$ cat config.mk
export PLATFORM = sky130hd
export DESIGN_NAME = magic_length_tail_frame_decoder_core
export DESIGN_NICKNAME = d
export VERILOG_FILES = /design/src/hw/rtl/mltfd_pkg.sv /design/src/hw/rtl/magic_length_tail_frame_decoder_core.sv /design/src/hw/rtl/mltfd_in_stage.sv /design/src/hw/rtl/mltfd_parser.sv /design/src/hw/rtl/mltfd_out_stage.sv
export SDC_FILE = /design/constraint.sdc
export NUM_CORES = 1
export LEC_CHECK = 0
export BUFFER_PORTS_ARGS = -buffer_cell sky130_fd_sc_hd__buf_2
export CAP_MARGIN = 25
export CORE_UTILIZATION = 35
export CTS_CLUSTER_DIAMETER = 150
export CTS_CLUSTER_SIZE = 16
export DETAILED_ROUTE_END_ITERATION = 10
export PLACE_DENSITY = 0.64
export SYNTH_ARGS = -nofsm -noshare
export SYNTH_HDL_FRONTEND = slang
export SYNTH_SLANG_ARGS = --single-unit
$ cat constraint.sdc
create_clock -name clock -period 4.8 [get_ports clock]
set_input_delay 0 -clock clock [delete_from_list [all_inputs] [get_ports clock]]
set_output_delay 0 -clock clock [all_outputs]
set_load 0.03 [all_outputs]
$ cat src/hw/rtl/mltfd_pkg.sv
// ----------------------------------------------------------------------------
// mltfd_pkg
// Shared types and constants for the magic/length/tail frame decoder.
// ----------------------------------------------------------------------------
package mltfd_pkg;

   // field widths fixed by the frame layout
   localparam int unsigned BYTE_W   = 8;
   localparam int unsigned TYPE_W   = 16;
   localparam int unsigned IDENT_W  = 64;
   localparam int unsigned LENGTH_W = 32;
   localparam int unsigned PLEN_W   = 16;
   localparam int unsigned CNT_W    = 4;
   localparam int unsigned KIND_W   = 3;
   localparam int unsigned CSR_IDX_W  = 2;
   localparam int unsigned CSR_DATA_W = 16;

   // header byte positions after the magic byte
   localparam logic [CNT_W-1:0] TYPE_END    = 4'd2;
   localparam logic [CNT_W-1:0] IDENT_END   = 4'd10;
   localparam logic [CNT_W-1:0] HEADER_LAST = 4'd13;

   localparam logic [BYTE_W-1:0] BYTE_MASK = 8'hFF;

   // configuration register indexes
   typedef enum logic [CSR_IDX_W-1:0] {
      CSR_MAGIC   = 2'd0,
      CSR_TAIL    = 2'd1,
      CSR_MAX_LEN = 2'd2
   } csr_index_type;

   // parser phase
   typedef enum logic [1:0] {
      PH_HUNT,
      PH_HEADER,
      PH_PAYLOAD,
      PH_TAIL
   } phase_type;

   // result kind codes
   typedef enum logic [KIND_W-1:0] {
      K_HEADER    = 3'd0,
      K_PAYLOAD   = 3'd1,
      K_OK        = 3'd2,
      K_BAD_MAGIC = 3'd3,
      K_BAD_TAIL  = 3'd4,
      K_TOO_LONG  = 3'd5
   } kind_type;

   // one registered input word
   typedef struct packed {
      logic              valid;
      logic [BYTE_W-1:0] data;
   } in_word_type;

   // one result word
   typedef struct packed {
      kind_type           kind;
      logic [TYPE_W-1:0]  msg_type;
      logic [IDENT_W-1:0] user_ident;
      logic [PLEN_W-1:0]  payload_len;
      logic [BYTE_W-1:0]  payload_byte;
      logic               last_payload;
   } result_type;

   // configuration values seen by the parser
   typedef struct packed {
      logic [BYTE_W-1:0] magic_byte;
      logic [BYTE_W-1:0] tail_byte;
      logic [PLEN_W-1:0] max_payload_len;
   } cfg_type;

endpackage

$ cat src/hw/rtl/magic_length_tail_frame_decoder_core.sv
// ----------------------------------------------------------------------------
// magic_length_tail_frame_decoder_core
// Parses magic / type / user id / length / payload / tail frames from a
// byte stream, one byte per word, giving header, payload and status words.
//
//   channel | direction | handshake             | payload
//   --------+-----------+-----------------------+------------------------------
//   req     | in        | req_valid/req_ready   | data_byte
//   rsp     | out       | rsp_valid/rsp_ready   | kind, msg_type, user_ident,
//           |           |                       | payload_len, payload_byte,
//           |           |                       | last_payload
//   csr     | in        | csr_valid/csr_ready   | csr_index, csr_data
//
// One byte per cycle sustained while rsp is drained; an accepted byte passes
// through the input register, then through the parser into the result reg.
// Nothing limits the rate beyond the result register being drained.
// Synchronous active-high reset clears state and sets max_payload_len to 65535.
// A stalled rsp holds its word; req keeps accepting while the input register
// can move forward, and csr is always ready.
// ----------------------------------------------------------------------------
module magic_length_tail_frame_decoder_core #(
   parameter int unsigned LEN_WIDTH = 16
) (
   input  logic                             clock,
   input  logic                             reset,
   input  logic                             req_valid,
   output logic                             req_ready,
   input  logic [mltfd_pkg::BYTE_W-1:0]     req_data_byte,
   output logic                             rsp_valid,
   input  logic                             rsp_ready,
   output mltfd_pkg::kind_type              rsp_kind,
   output logic [mltfd_pkg::TYPE_W-1:0]     rsp_msg_type,
   output logic [mltfd_pkg::IDENT_W-1:0]    rsp_user_ident,
   output logic [mltfd_pkg::PLEN_W-1:0]     rsp_payload_len,
   output logic [mltfd_pkg::BYTE_W-1:0]     rsp_payload_byte,
   output logic                             rsp_last_payload,
   input  logic                             csr_valid,
   output logic                             csr_ready,
   input  logic [mltfd_pkg::CSR_IDX_W-1:0]  csr_index,
   input  logic [mltfd_pkg::CSR_DATA_W-1:0] csr_data
);
   import mltfd_pkg::*;

   cfg_type     cfg_ff, cfg_in;
   in_word_type in_word;
   result_type  result;
   result_type  rsp_word;
   logic        out_free;
   logic        take;
   logic        emit;

   // configuration registers
   assign csr_ready = 1'b1;

   always_comb begin
      cfg_in = cfg_ff;
      if (csr_valid) begin
         unique case (csr_index)
            CSR_MAGIC:   cfg_in.magic_byte      = csr_data[BYTE_W-1:0];
            CSR_TAIL:    cfg_in.tail_byte       = csr_data[BYTE_W-1:0];
            CSR_MAX_LEN: cfg_in.max_payload_len = csr_data[PLEN_W-1:0];
            default:     cfg_in = cfg_ff;
         endcase
      end
   end

   always_ff @(posedge clock) begin
      if (reset) begin
         cfg_ff.magic_byte      <= '0;
         cfg_ff.tail_byte       <= '0;
         cfg_ff.max_payload_len <= '1;
      end else begin
         cfg_ff <= cfg_in;
      end
   end

   // a byte moves into the parser when the result slot can take its word
   assign take = in_word.valid && out_free;

   mltfd_in_stage u_in_stage (
      .clock         (clock),
      .reset         (reset),
      .req_valid     (req_valid),
      .req_ready     (req_ready),
      .req_data_byte (req_data_byte),
      .take          (take),
      .word          (in_word)
   );

   mltfd_parser #(
      .LEN_WIDTH (LEN_WIDTH)
   ) u_parser (
      .clock  (clock),
      .reset  (reset),
      .cfg    (cfg_ff),
      .word   (in_word),
      .take   (take),
      .emit   (emit),
      .result (result)
   );

   mltfd_out_stage u_out_stage (
      .clock     (clock),
      .reset     (reset),
      .load      (take && emit),
      .result    (result),
      .free      (out_free),
      .rsp_ready (rsp_ready),
      .rsp_valid (rsp_valid),
      .rsp_word  (rsp_word)
   );

   // result fields onto their ports
   assign rsp_kind         = rsp_word.kind;
   assign rsp_msg_type     = rsp_word.msg_type;
   assign rsp_user_ident   = rsp_word.user_ident;
   assign rsp_payload_len  = rsp_word.payload_len;
   assign rsp_payload_byte = rsp_word.payload_byte;
   assign rsp_last_payload = rsp_word.last_payload;

endmodule

$ cat src/hw/rtl/mltfd_in_stage.sv
// ----------------------------------------------------------------------------
// mltfd_in_stage
// Input register: holds one stream byte until the parser takes it.
// ----------------------------------------------------------------------------
module mltfd_in_stage (
   input  logic                         clock,
   input  logic                         reset,
   input  logic                         req_valid,
   output logic                         req_ready,
   input  logic [mltfd_pkg::BYTE_W-1:0] req_data_byte,
   input  logic                         take,
   output mltfd_pkg::in_word_type       word
);
   import mltfd_pkg::*;

   logic              valid_ff, valid_in;
   logic [BYTE_W-1:0] data_ff, data_in;

   // refill whenever empty or draining this cycle
   assign req_ready = !valid_ff || take;

   always_comb begin
      valid_in = valid_ff;
      data_in  = data_ff;
      if (req_ready) begin
         valid_in = req_valid;
         data_in  = req_data_byte;
      end
   end

   always_ff @(posedge clock) begin
      if (reset) begin
         valid_ff <= 1'b0;
      end else begin
         valid_ff <= valid_in;
      end
      data_ff <= data_in;
   end

   assign word.valid = valid_ff;
   assign word.data  = data_ff;

endmodule

$ cat src/hw/rtl/mltfd_parser.sv
// ----------------------------------------------------------------------------
// mltfd_parser
// Frame state machine: header shift registers, payload count and the
// result decode for the byte taken this cycle.
// ----------------------------------------------------------------------------
module mltfd_parser #(
   parameter int unsigned LEN_WIDTH = 16
) (
   input  logic                   clock,
   input  logic                   reset,
   input  mltfd_pkg::cfg_type     cfg,
   input  mltfd_pkg::in_word_type word,
   input  logic                   take,
   output logic                   emit,
   output mltfd_pkg::result_type  result
);
   import mltfd_pkg::*;

   phase_type              phase_ff, phase_in;
   logic [CNT_W-1:0]       header_count_ff, header_count_in;
   logic [TYPE_W-1:0]      type_shift_ff, type_shift_in;
   logic [IDENT_W-1:0]     ident_shift_ff, ident_shift_in;
   logic [LENGTH_W-1:0]    length_shift_ff, length_shift_in;
   logic [LEN_WIDTH-1:0]   bytes_remaining_ff, bytes_remaining_in;

   logic [BYTE_W-1:0]   b;
   logic [LENGTH_W-1:0] length_next;
   logic                len_over;
   logic                too_long;
   logic                header_done;
   logic                last;

   assign b           = word.data & BYTE_MASK;
   assign length_next = {length_shift_ff[LENGTH_W-BYTE_W-1:0], b};
   assign header_done = (phase_ff == PH_HEADER) && (header_count_ff == HEADER_LAST);
   assign last        = (bytes_remaining_ff <= LEN_WIDTH'(1));

   // length that does not fit the payload counter
   generate
      if (LEN_WIDTH < LENGTH_W) begin : g_len_check
         assign len_over = |length_next[LENGTH_W-1:LEN_WIDTH];
      end else begin : g_len_full
         assign len_over = 1'b0;
      end
   endgenerate

   assign too_long = (length_next > {{(LENGTH_W-PLEN_W){1'b0}}, cfg.max_payload_len})
                     || len_over;

   // next state
   always_comb begin
      phase_in           = phase_ff;
      header_count_in    = header_count_ff;
      type_shift_in      = type_shift_ff;
      ident_shift_in     = ident_shift_ff;
      length_shift_in    = length_shift_ff;
      bytes_remaining_in = bytes_remaining_ff;
      if (take) begin
         unique case (phase_ff)
            PH_HEADER: begin
               if (header_count_ff < TYPE_END) begin
                  type_shift_in = {type_shift_ff[TYPE_W-BYTE_W-1:0], b};
               end else if (header_count_ff < IDENT_END) begin
                  ident_shift_in = {ident_shift_ff[IDENT_W-BYTE_W-1:0], b};
               end else begin
                  length_shift_in = length_next;
               end
               header_count_in = header_count_ff + CNT_W'(1);
               if (header_done) begin
                  header_count_in = '0;
                  if (too_long) begin
                     phase_in = PH_HUNT;
                  end else begin
                     bytes_remaining_in = length_next[LEN_WIDTH-1:0];
                     phase_in = (length_next == '0) ? PH_TAIL : PH_PAYLOAD;
                  end
               end
            end
            PH_PAYLOAD: begin
               if (last) begin
                  bytes_remaining_in = '0;
                  phase_in           = PH_TAIL;
               end else begin
                  bytes_remaining_in = bytes_remaining_ff - LEN_WIDTH'(1);
               end
            end
            PH_TAIL: begin
               phase_in = PH_HUNT;
            end
            default: begin
               phase_in = PH_HUNT;
               if (b == cfg.magic_byte) begin
                  phase_in        = PH_HEADER;
                  header_count_in = '0;
                  type_shift_in   = '0;
                  ident_shift_in  = '0;
                  length_shift_in = '0;
               end
            end
         endcase
      end
   end

   // result for the byte being taken
   always_comb begin
      emit   = 1'b0;
      result = '0;
      result.kind = K_BAD_MAGIC;
      unique case (phase_ff)
         PH_HEADER: begin
            if (header_done) begin
               emit = 1'b1;
               if (too_long) begin
                  result.kind = K_TOO_LONG;
               end else begin
                  result.kind        = K_HEADER;
                  result.msg_type    = type_shift_ff;
                  result.user_ident  = ident_shift_ff;
                  result.payload_len = length_next[PLEN_W-1:0];
               end
            end
         end
         PH_PAYLOAD: begin
            emit                = 1'b1;
            result.kind         = K_PAYLOAD;
            result.payload_byte = b;
            result.last_payload = last;
         end
         PH_TAIL: begin
            emit        = 1'b1;
            result.kind = (b == cfg.tail_byte) ? K_OK : K_BAD_TAIL;
         end
         default: begin
            emit = (b != cfg.magic_byte);
         end
      endcase
   end

   always_ff @(posedge clock) begin
      if (reset) begin
         phase_ff           <= PH_HUNT;
         header_count_ff    <= '0;
         type_shift_ff      <= '0;
         ident_shift_ff     <= '0;
         length_shift_ff    <= '0;
         bytes_remaining_ff <= '0;
      end else begin
         phase_ff           <= phase_in;
         header_count_ff    <= header_count_in;
         type_shift_ff      <= type_shift_in;
         ident_shift_ff     <= ident_shift_in;
         length_shift_ff    <= length_shift_in;
         bytes_remaining_ff <= bytes_remaining_in;
      end
   end

endmodule

$ cat src/hw/rtl/mltfd_out_stage.sv
// ----------------------------------------------------------------------------
// mltfd_out_stage
// Result register: holds one result word until the consumer takes it.
// ----------------------------------------------------------------------------
module mltfd_out_stage (
   input  logic                  clock,
   input  logic                  reset,
   input  logic                  load,
   input  mltfd_pkg::result_type result,
   output logic                  free,
   input  logic                  rsp_ready,
   output logic                  rsp_valid,
   output mltfd_pkg::result_type rsp_word
);
   import mltfd_pkg::*;

   logic       valid_ff, valid_in;
   result_type word_ff, word_in;

   // slot is free when empty or being drained
   assign free = !valid_ff || rsp_ready;

   always_comb begin
      valid_in = valid_ff;
      word_in  = word_ff;
      if (free) begin
         valid_in = load;
         word_in  = result;
      end
   end

   always_ff @(posedge clock) begin
      if (reset) begin
         valid_ff <= 1'b0;
      end else begin
         valid_ff <= valid_in;
      end
      word_ff <= word_in;
   end

   assign rsp_valid = valid_ff;
   assign rsp_word  = word_ff;

endmodule
---- After elaboration in Yosys (flattened, before gate mapping) ----
Cells that the tools add are included.
cells by class
  equal/unequal tests ..................... 16
  $add $sub $neg .......................... 2
  reduce and logical (&&, ||, !) cells .... 24
  bitwise operators ....................... 3
  mux-type cells .......................... 31
  $lt $le $gt $ge ......................... 4
operator list
  cell                   count
  $mux 64                3
  $pmux 64 s2            1
  $mux 99                1
  $mux 96                1
  $mux 16                5
  $mux 24                3
  $pmux 16 s2            2
  $pmux 24 s2            1
  $gt 32x16->1           1
  $logic_not 32->1       1
  $eq 8x8->1             2
  $le 16x1->1 const B    1
  $reduce_or 16->1       1
  $sub 16x1->16 const B  1
  $ne 2x2->1 const B     5
  $reduce_and 5->1       2
  $pmux 3 s3             1
  $mux 4                 2
  $ne 8x8->1             1
  $pmux 4 s2             1
  $reduce_and 4->1       2
  $eq 2x2->1 const B     3
  $mux 2                 3
  $mux 3                 2
  other kinds (19)       34
storage, ports and cells
  word-level logic and storage cells ...... 98
  bits in registers ....................... 276
  input port bits ......................... 31
  output and inout port bits .............. 111

---- Logic depth before layout (Yosys ltp) ----
Gate-level depths: netlist (run 1).
  depth in word-level cells ............... 5
  mapped depth ............................ 10
  gate-level depth less buffers ........... 8

---- Hierarchy ----
A second synthesis (run 1) with hierarchy kept.
second synthesis, totals
  cells, all modules ...................... 1137
  area total of the unflattened synthesis .. 11800.1 um^2
modules (own cells, without submodules)
  module                                sequential area each (um^2)  instances  cells an instance  area each (um^2)
  mltfd_parser                          2522.4                       1          873                6856.6
  mltfd_out_stage                       3263.1                       1          112                3289.4
  magic_length_tail_frame_decoder_core  640.6                        1          139                1360.1
  mltfd_in_stage                        260.2                        1          13                 294.0

---- Worst setup path after synthesis (run 1) ----
OpenSTA, ideal clock, no wires.
  path type ............................... reg-to-reg
  start ................................... register u_out_stage.valid_ff (netlist: u_out_stage.rsp_valid)
  end ..................................... register u_parser.length_shift_ff[10]
  arrival ................................. 3.442 ns
  cell stages (with the launch flop) ...... 10
  slack ................................... 1.230 ns
  path buffers ............................ 2
  required time ........................... 4.672 ns
  period minus slack after synthesis ...... 3.570 ns
  setup time .............................. 0.128 ns
  cell sequence ........................... dfxtp_1 nor2b_1 inv_2 nand2_1 or3_1 clkbuf_1 a211oi_2 buf_2 mux2i_1 nor2_1
on the way
  cells in the longest elaborated chain, start to end .. 4
RTL lines
  what                        RTL line                                    RTL
  from (decl)                 mltfd_out_stage.sv:17                       logic valid_ff, valid_in;
  from (signal assigned)      mltfd_out_stage.sv:36                       valid_ff <= valid_in;
  $logic_not 1->1             mltfd_out_stage.sv:21                       assign free = !valid_ff || rsp_ready;
  $logic_or 1x1->1            mltfd_out_stage.sv:21
  $logic_and 1x1->1           magic_length_tail_frame_decoder_core.sv:78  assign take = in_word.valid && out_free;
  $reduce_and 5->1 (no line)  --
  to (signal assigned)        mltfd_parser.sv:152                         length_shift_ff <= length_shift_in;
  to (decl)                   mltfd_parser.sv:23                          logic [LENGTH_W-1:0] length_shift_ff, length_shift_in;
No other way between the ends.
A chain may end at the register's enable or synchronous reset.

---- Worst setup path in the final report (run 1) ----
  start ................................... register u_in_stage.data_ff[7]
  end ..................................... register u_out_stage.word_ff, in the netlist u_out_stage.rsp_word[39] (data pin)
on the way
  cells in the longest elaborated chain, start to end .. 3
RTL lines
  what                       RTL line               RTL
  from (decl)                mltfd_in_stage.sv:17   logic [BYTE_W-1:0] data_ff, data_in;
  from (signal assigned)     mltfd_in_stage.sv:37   data_ff <= data_in;
  $gt 32x16->1               mltfd_parser.sv:47     assign too_long = (length_next > {{(LENGTH_W-PLEN_W){1'b0}}, cfg.max_payload_len})
  $logic_or 1x1->1           mltfd_parser.sv:48     || len_over;
  $reduce_or 3->1 (no line)  --
  to (signal assigned)       mltfd_out_stage.sv:38  word_ff <= word_in;
  to (decl)                  mltfd_out_stage.sv:18  result_type word_ff, word_in;
No other way between the ends.

==> summary.txt, run 1 <==
Run status
  – Outcome: finished clean

Setup path
  – FF-to-FF Start: u_in_stage.data_ff[7]
  – Flop2flop setup slack: 1.54 ns
  – Cell Chain, Critical Path: ha_1 -> a21oi_1 -> o21ai_0 -> a2111o_1 -> o31a_1 -> nor4_4 -> buf_12 -> and2_1
  – Depth of the worst register-to-register path: 8
  – Kind of critical path: reg2reg
  – Setup crit end kind: flip-flop
  – FF-to-FF End: u_out_stage.rsp_word[39]
  – Buf/Inv on CP: 1
  – Worst-path maximum fanout: 68
  – Delay-heaviest family, CP: compound AO/OA/AOI/OAI gates
  – Critical path startpoint category: flip-flop
  – Critical path arrival: roughly 3.7 ns
  – Req. time, crit path: between 5 and 6 ns
  – CP max stage delay: 0.70 ns
  – Slowest cell on crit path: nor4_4

Timing
  – Fin crit period: ~3.3 ns
  – Setup TNS: 0 ns
  – RSZ-0062 raised after global routing: false
  – Fmax: 306 MHz
  – Worst slew pin tran: ~0.99 ns
  – Skew final: 0.0221 ns
  – Final Hold Viols: 0
  – Final Max Slew Viols: 0
  – Setup Viol. Count Final: 0
  – Slew HR: 33.9%
  – Final period util: 68.0%
  – WHS: 0.0310 ns

Global route
  – GRT met1 Usage: 22.3%
  – Initial antenna violation count: 0
  – GRT Total Usage: between 15 and 20%
  – Met3 Usage GRT: 2.75%
  – First-pass GRT wire length: 43.9 mm
  – Largest net degree at the start of global routing: a little over 90
  – Busiest grt layer: met2
  – Remaining Overflow, GRT: 0
  – Number of global-route vias before repair: 8000
  – GRT met2 Usage: 26.9%

Floorplan
  – Initial Utilization: 35.6%
  – Die H: 184 um
  – Die ar.: 0.0340 mm^2
  – I/O Pins: between 100 and 150
  – Core area: 0.0326 mm^2
  – Die width: 184 um
  – Row count: 66

CTS
  – CTS Sinks: approximately 280
  – Hold buffers post-CTS: 26
  – Post-CTS resize count: 0
  – Number of buffers added for setup after CTS: 0
  – CTS Buf Count: 21
  – Worst-path clk slew: around 0.080 ns
  – CTS tree: built
  – Clock Root Buffer: clkbuf_16
  – Skew-Pair Late Insertion Delay: 0.52 ns
  – Clock Path Buffers: 3
  – Max H-tree Level: 1

Logic synthesis
  – Sequential share of the synthesized area: 57.5%
  – Synth Flop Type: dfxtp_1
  – Post-Syn Area: 0.0116 mm^2
  – Mapped Nets: 1159
  – Yosys reg bits: 276
  – Gate Count Post-Synth: 1104
  – Unique masters post-synth: 58
  – Asr flop ratio synth: 0%
  – Synth Area per Inst: 10.5 um^2
  – EDFF count, synth: 116
  – Warnings from Yosys: 0

Placed design
  – Dpl cells: 1618
  – Port Buffers: 140
  – Gpl congestion: 0.849
  – Dpl hpwl: 18.2 mm

Final layout
  – Fin cells: between 1500 and 2000
  – Area Overhead vs Synth: 16.7%
  – Ant diodes: 0
  – Commonest non-fill, non-tap cell in the layout: dfxtp_1
  – Final core utilization: approximately two fifths
  – Fin nets: 1280
  – Commonest cells after routing, fill and taps aside: dfxtp_1 (160), buf_2 (139), and2_1 (124)
  – Layout cell share with drive strength beyond 1: 15.1%

Route
  – Drc violations: 0
  – Detailed Route Iter0 Violations: 538
  – Vias: 8536
  – Vias/cell: a little over 5
  – Final ANT Viol Nets: 0
  – Post-Route WL: roughly 28 mm
  – WL/cell: 16.8 um
  – DRT Pass-1 Iters: 5

Power
  – VDD IR max: 0.248 mV
  – Leakage power: 5.47 nW
  – Total power: 4.53 mW
  – Cell Pwr Density: 334 mW/mm^2

Worst hold path
  – WHS Path Cells: 5
  – Hold endpoint: cfg_ff[29]
  – Hold Startpoint: csr_index[1]
  – Worst Hold Class: in2reg

Run
  – Number of max-cap violations: 0
[cell usage after synthesis, drive strengths merged (2+ instances only)]
cell type | number | share of area (%)
a2111o | 2 | 0.19
a211oi | 3 | 0.24
a21o | 3 | 0.19
a21oi | 94 | 4.1
a311oi | 8 | 0.60
a31oi | 2 | 0.11
and2 | 124 | 6.7
and3 | 3 | 0.16
buf | 10 | 0.49
clkbuf | 70 | 2.3
dfxtp | 160 | 28
edfxtp | 116 | 30
ha | 24 | 2.6
inv | 30 | 0.97
mux2i | 66 | 5.7
nand2 | 86 | 2.8
nand3 | 8 | 0.34
nand3b | 2 | 0.13
nand4 | 64 | 3.4
nand4b | 2 | 0.15
nor2 | 96 | 3.1
nor2b | 10 | 0.54
nor3 | 16 | 0.69
nor3b | 2 | 0.13
nor4 | 22 | 1.2
o211ai | 16 | 1.0
o21ai | 7 | 0.30
o311ai | 4 | 0.30
o31a | 2 | 0.15
o31ai | 7 | 0.61
or3 | 3 | 0.16
or4 | 5 | 0.36
xnor2 | 14 | 1.1
xor2 | 9 | 0.68
[layer usage]
layer / vias up / wire [um] / share of wire [%]
met5: - / 0 / 0
met4: 0 / 621 / 2.2
met3: 42 / 1480 / 5.3
met1: 4093 / 12900 / 46
met2: 245 / 13200 / 47
li1: 4156 / - / -
[worst reg2reg max path: stages, from the launching register on]
cell and delay [ns]:
edfxtp_1 0.52, ha_1 0.36, a21oi_1 0.12, o21ai_0 0.13, a2111o_1 0.44, o31a_1 0.33
nor4_4 0.70, buf_12 0.33, and2_1 0.20
[where the power goes]
part           switching [mW]  total (mW)  internal, mW
logic                   0.248       0.358         0.111
clock network           0.814        1.65         0.833
registers              0.0350        2.52          2.49
[sequential cells by signal, summed over array words and instances (netlist names), named ones only]
signal / count
u_parser.bytes_remaining_ff: 16
u_in_stage.valid_ff: 1
u_parser.ident_shift_ff: 64
u_parser.length_shift_ff: 24
u_in_stage.data_ff: 8
cfg_ff: 32
u_out_stage.rsp_valid: 1
u_parser.header_count_ff: 4
u_parser.phase_ff: 1
u_out_stage.rsp_word: 108
u_parser.type_shift_ff: 16
[layout make-up]
cell class                      instances  area [um^2]
Inverter                               30          115
Fill cell                            3137        19100
Timing Repair Buffer                  178         1070
Multi-Input combinational cell        718         4540
Clock buffer                           36          582
Sequential cell                       276         6690
Tap cell                              442          553
Clock inverter                          2         25.0
[worst max path at each step]
stage,to,slack (ns),from,cells past startpoint
4_1_cts,u_out_stage.rsp_word[39],1.48,u_in_stage.data_ff[5],8
2_1_floorplan,u_parser.length_shift_ff[10],1.23,u_out_stage.rsp_valid,9
3_3_place_gp,u_out_stage.rsp_word[52],1.57,u_in_stage.data_ff[5],8
3_5_place_dp,u_out_stage.rsp_word[37],1.51,u_in_stage.data_ff[7],8
5_1_grt,u_out_stage.rsp_word[39],1.27,u_in_stage.data_ff[7],8
6_report,u_out_stage.rsp_word[39],1.54,u_in_stage.data_ff[7],8
[through the flow]
stage | cell area [um^2] | setup WS, ns
CTS | 13600 | 1.48
detailed placement | 12700 | 1.51
global route | 13600 | 1.27
floorplan | 11600 | 1.23
global placement | 12700 | 1.57
finish | 13600 | 1.54
[logic make-up (layout without fill, tap and decap cells)]
logic type | count (synthesis) | after routing | synth area share [%]
compound gates | 159 | 159 | 8.72
xor+xnor | 23 | 23 | 1.73
fa+ha+maj | 24 | 24 | 2.58
buf+inv | 110 | 246 | 3.72
flops | 276 | 276 | 57.5
mux | 66 | 66 | 5.68
other cells | 1 | 1 | 0.0323
simple gates | 445 | 445 | 20.0
No activity file was read; power rests on OpenSTA's default activity.
==> inputs of run 2 (changes only) <==
--- a/config.mk
+++ b/config.mk
@@ -11,7 +11,7 @@
 export CTS_CLUSTER_DIAMETER = 150
 export CTS_CLUSTER_SIZE = 16
 export DETAILED_ROUTE_END_ITERATION = 10
-export PLACE_DENSITY = 0.64
+export PLACE_DENSITY = 0.66
 export SYNTH_ARGS = -nofsm -noshare
 export SYNTH_HDL_FRONTEND = slang
 export SYNTH_SLANG_ARGS = --single-unit
==> constraint.sdc (replaced) <==
create_clock -name clock -period 3 [get_ports clock]
set_input_delay 0 -clock clock [delete_from_list [all_inputs] [get_ports clock]]
set_output_delay 0 -clock clock [all_outputs]
set_load 0.03 [all_outputs]
==> run 2 against run 1 <==
Clock-buffer cell count unchanged; clock skew fell by 0.0020 ns; largest cell class unchanged; combinational power up 76%; sequential power rose by 60%; wire length up 2.9%.
==> summary.txt, run 2 (synthesized netlist as in run 1, its figures left out) <==
Setup path
  – Critical path startpoint category: flip-flop
  – Kind of critical path: reg2reg
  – Worst-path maximum fanout: 3
  – Critical path arrival: 3.16 ns
  – Req. time, crit path: 3.27 ns
  – Setup crit end kind: flip-flop
  – Flop2flop setup slack: 0.11 ns

Floorplan
  – Die width: 184 um
  – Die ar.: 0.0340 mm^2
  – Initial Utilization: 35.6%
  – I/O Pins: 142
  – Row count: 66
  – Die H: between 150 and 200 um
  – Core area: between 0.03 and 0.04 mm^2

CTS
  – Clock Root Buffer: clkbuf_16
  – Max H-tree Level: 1
  – Worst-path clk slew: approximately 0.08 ns
  – CTS tree: built
  – CTS Buf Count: 21
  – Skew-Pair Late Insertion Delay: between 0.5 and 0.6 ns
  – Clock Path Buffers: 3
  – CTS Sinks: between 200 and 300

Global route
  – Largest net degree at the start of global routing: 76
  – First-pass GRT wire length: 45.6 mm
  – Initial antenna violation count: 0
  – GRT Total Usage: between 15 and 20%
  – Number of global-route vias before repair: roughly 8400
  – Remaining Overflow, GRT: 0

Power
  – Flop pwr share: a little under three fifths
  – VDD IR max: 0.330 mV
  – Sw frac: 24.4%
  – Clock power share: 36.3%
  – Cell Pwr Density: 519 mW/mm^2
  – P_sw: 1.78 mW
  – Combinational power share: 8.6%
  – Leakage power: 5.75 nW
  – Int Pwr: 5.52 mW

Final layout
  – Commonest non-fill, non-tap cell in the layout: dfxtp_1
  – Final core utilization: approximately 43%
  – Area occupied by registers: about 0.0067 mm^2
  – Fillers: approximately 3100
  – Max reg flops: roughly 110
  – Ant diodes: 0
  – Layout cell share with drive strength beyond 1: 18.7%
  – Area Overhead vs Synth: 21.0%
  – Fin nets: around 1300
  – Multi-input logic area: 0.00459 mm^2
  – Commonest cells after routing, fill and taps aside: dfxtp_1 (160), buf_2 (139), and2_1 (124)

Route
  – Vias/cell: 5.02
  – DRT Pass-1 Iters: 5
  – Detailed Route Iter0 Violations: 670
  – Post-Route WL: 29.0 mm
  – Final ANT Viol Nets: 0
  – Drc violations: 0
  – WL/cell: 16.7 um
  – Vias: 8719

Timing
  – Final Max Slew Viols: 0
  – RSZ-0062 raised after global routing: false
  – Slew HR: between 40% and 50%
  – Worst slew pin tran: 0.845 ns
  – Setup Viol. Count Final: 0
  – Final period util: 96.2%
  – Skew final: 0.0200 ns
  – WHS: 0.0659 ns
  – Final Hold Viols: 0
  – Setup TNS: 0 ns
  – Fin crit period: 2.89 ns
  – Fmax: 346 MHz

Worst hold path
  – Worst Hold Class: in2reg

Placed design
  – Port Buffers: 140
  – Gpl congestion: just over 0.8
  – Dpl hpwl: 19.0 mm

Run status
  – Outcome: finished clean

Run
  – Number of max-cap violations: 0
[run 2: power groups by stage]
stage	Clock (mW)	Combinational (mW)	Sequential [mW]
6_report	2.65	0.631	4.02
5_1_grt	2.87	0.681	4.03
4_1_cts	2.72	0.630	4.02
3_5_place_dp	0	0.598	4.11
3_3_place_gp	0	0.595	4.11
2_1_floorplan	0	0.273	4.22
[run 2: layout make-up]
type / count / share of cell area [%]
well taps: 442 / 3.93
clock inverters: 2 / 0.178
multi-input cells: 719 / 32.6
inverters: 30 / 0.836
clock buffers: 36 / 4.14
flip-flops and latches: 276 / 47.5
repair buffers: 231 / 10.8
[run 2: path summary, 6_finish.rpt]
kind                                      end  cells past startpoint                   startpoint
setup / recovery    u_out_stage.rsp_word[105]                      8        u_in_stage.data_ff[5]
hold / removal                     cfg_ff[29]                      5                 csr_index[1]
hold reg to reg   u_parser.ident_shift_ff[58]                      2  u_parser.ident_shift_ff[58]
setup reg to reg    u_out_stage.rsp_word[105]                      8        u_in_stage.data_ff[5]
[run 2: per-stage QoR]
step                      instances  power, mW  cell area, um^2  setup slack (ns)
after floorplan                1104       4.49            11600             0.111
after global placement         1665       4.70            13100            -0.238
after detailed placement       1665       4.71            13100            -0.304
after CTS                      1733       7.37            14000            0.0527
after global routing           1736       7.58            14100           0.00849
final                          1736       7.31            14100             0.113
[run 2: worst max-delay path: stages, from the launching register on]
cell      delay, ns
edfxtp_1       0.40
ha_1           0.31
a21oi_1        0.18
o21ai_1        0.09
a2111o_1       0.39
o31a_1         0.39
buf_4          0.18
or3_1          0.33
a311o_1        0.37
[run 2: what timing repair did]
item / CTS / global route
hold endpoints to repair: 53 / 0
setup endpoints to repair: 71 / 91
cloned: 1 / 0
hold buffers: 27 / 0
buffers inserted: 2 / 3
pin swaps: 1 / 5
resized for setup: 4 / 2
[run 2: routing by layer]
layer  up-vias  track usage, %  share of wire, %
met2       251            28.9                48
met1      4154            22.4                44
met4         0            4.43               2.4
li1       4267               -                 -
met3        47            2.79               5.3
met5         -               0                 0
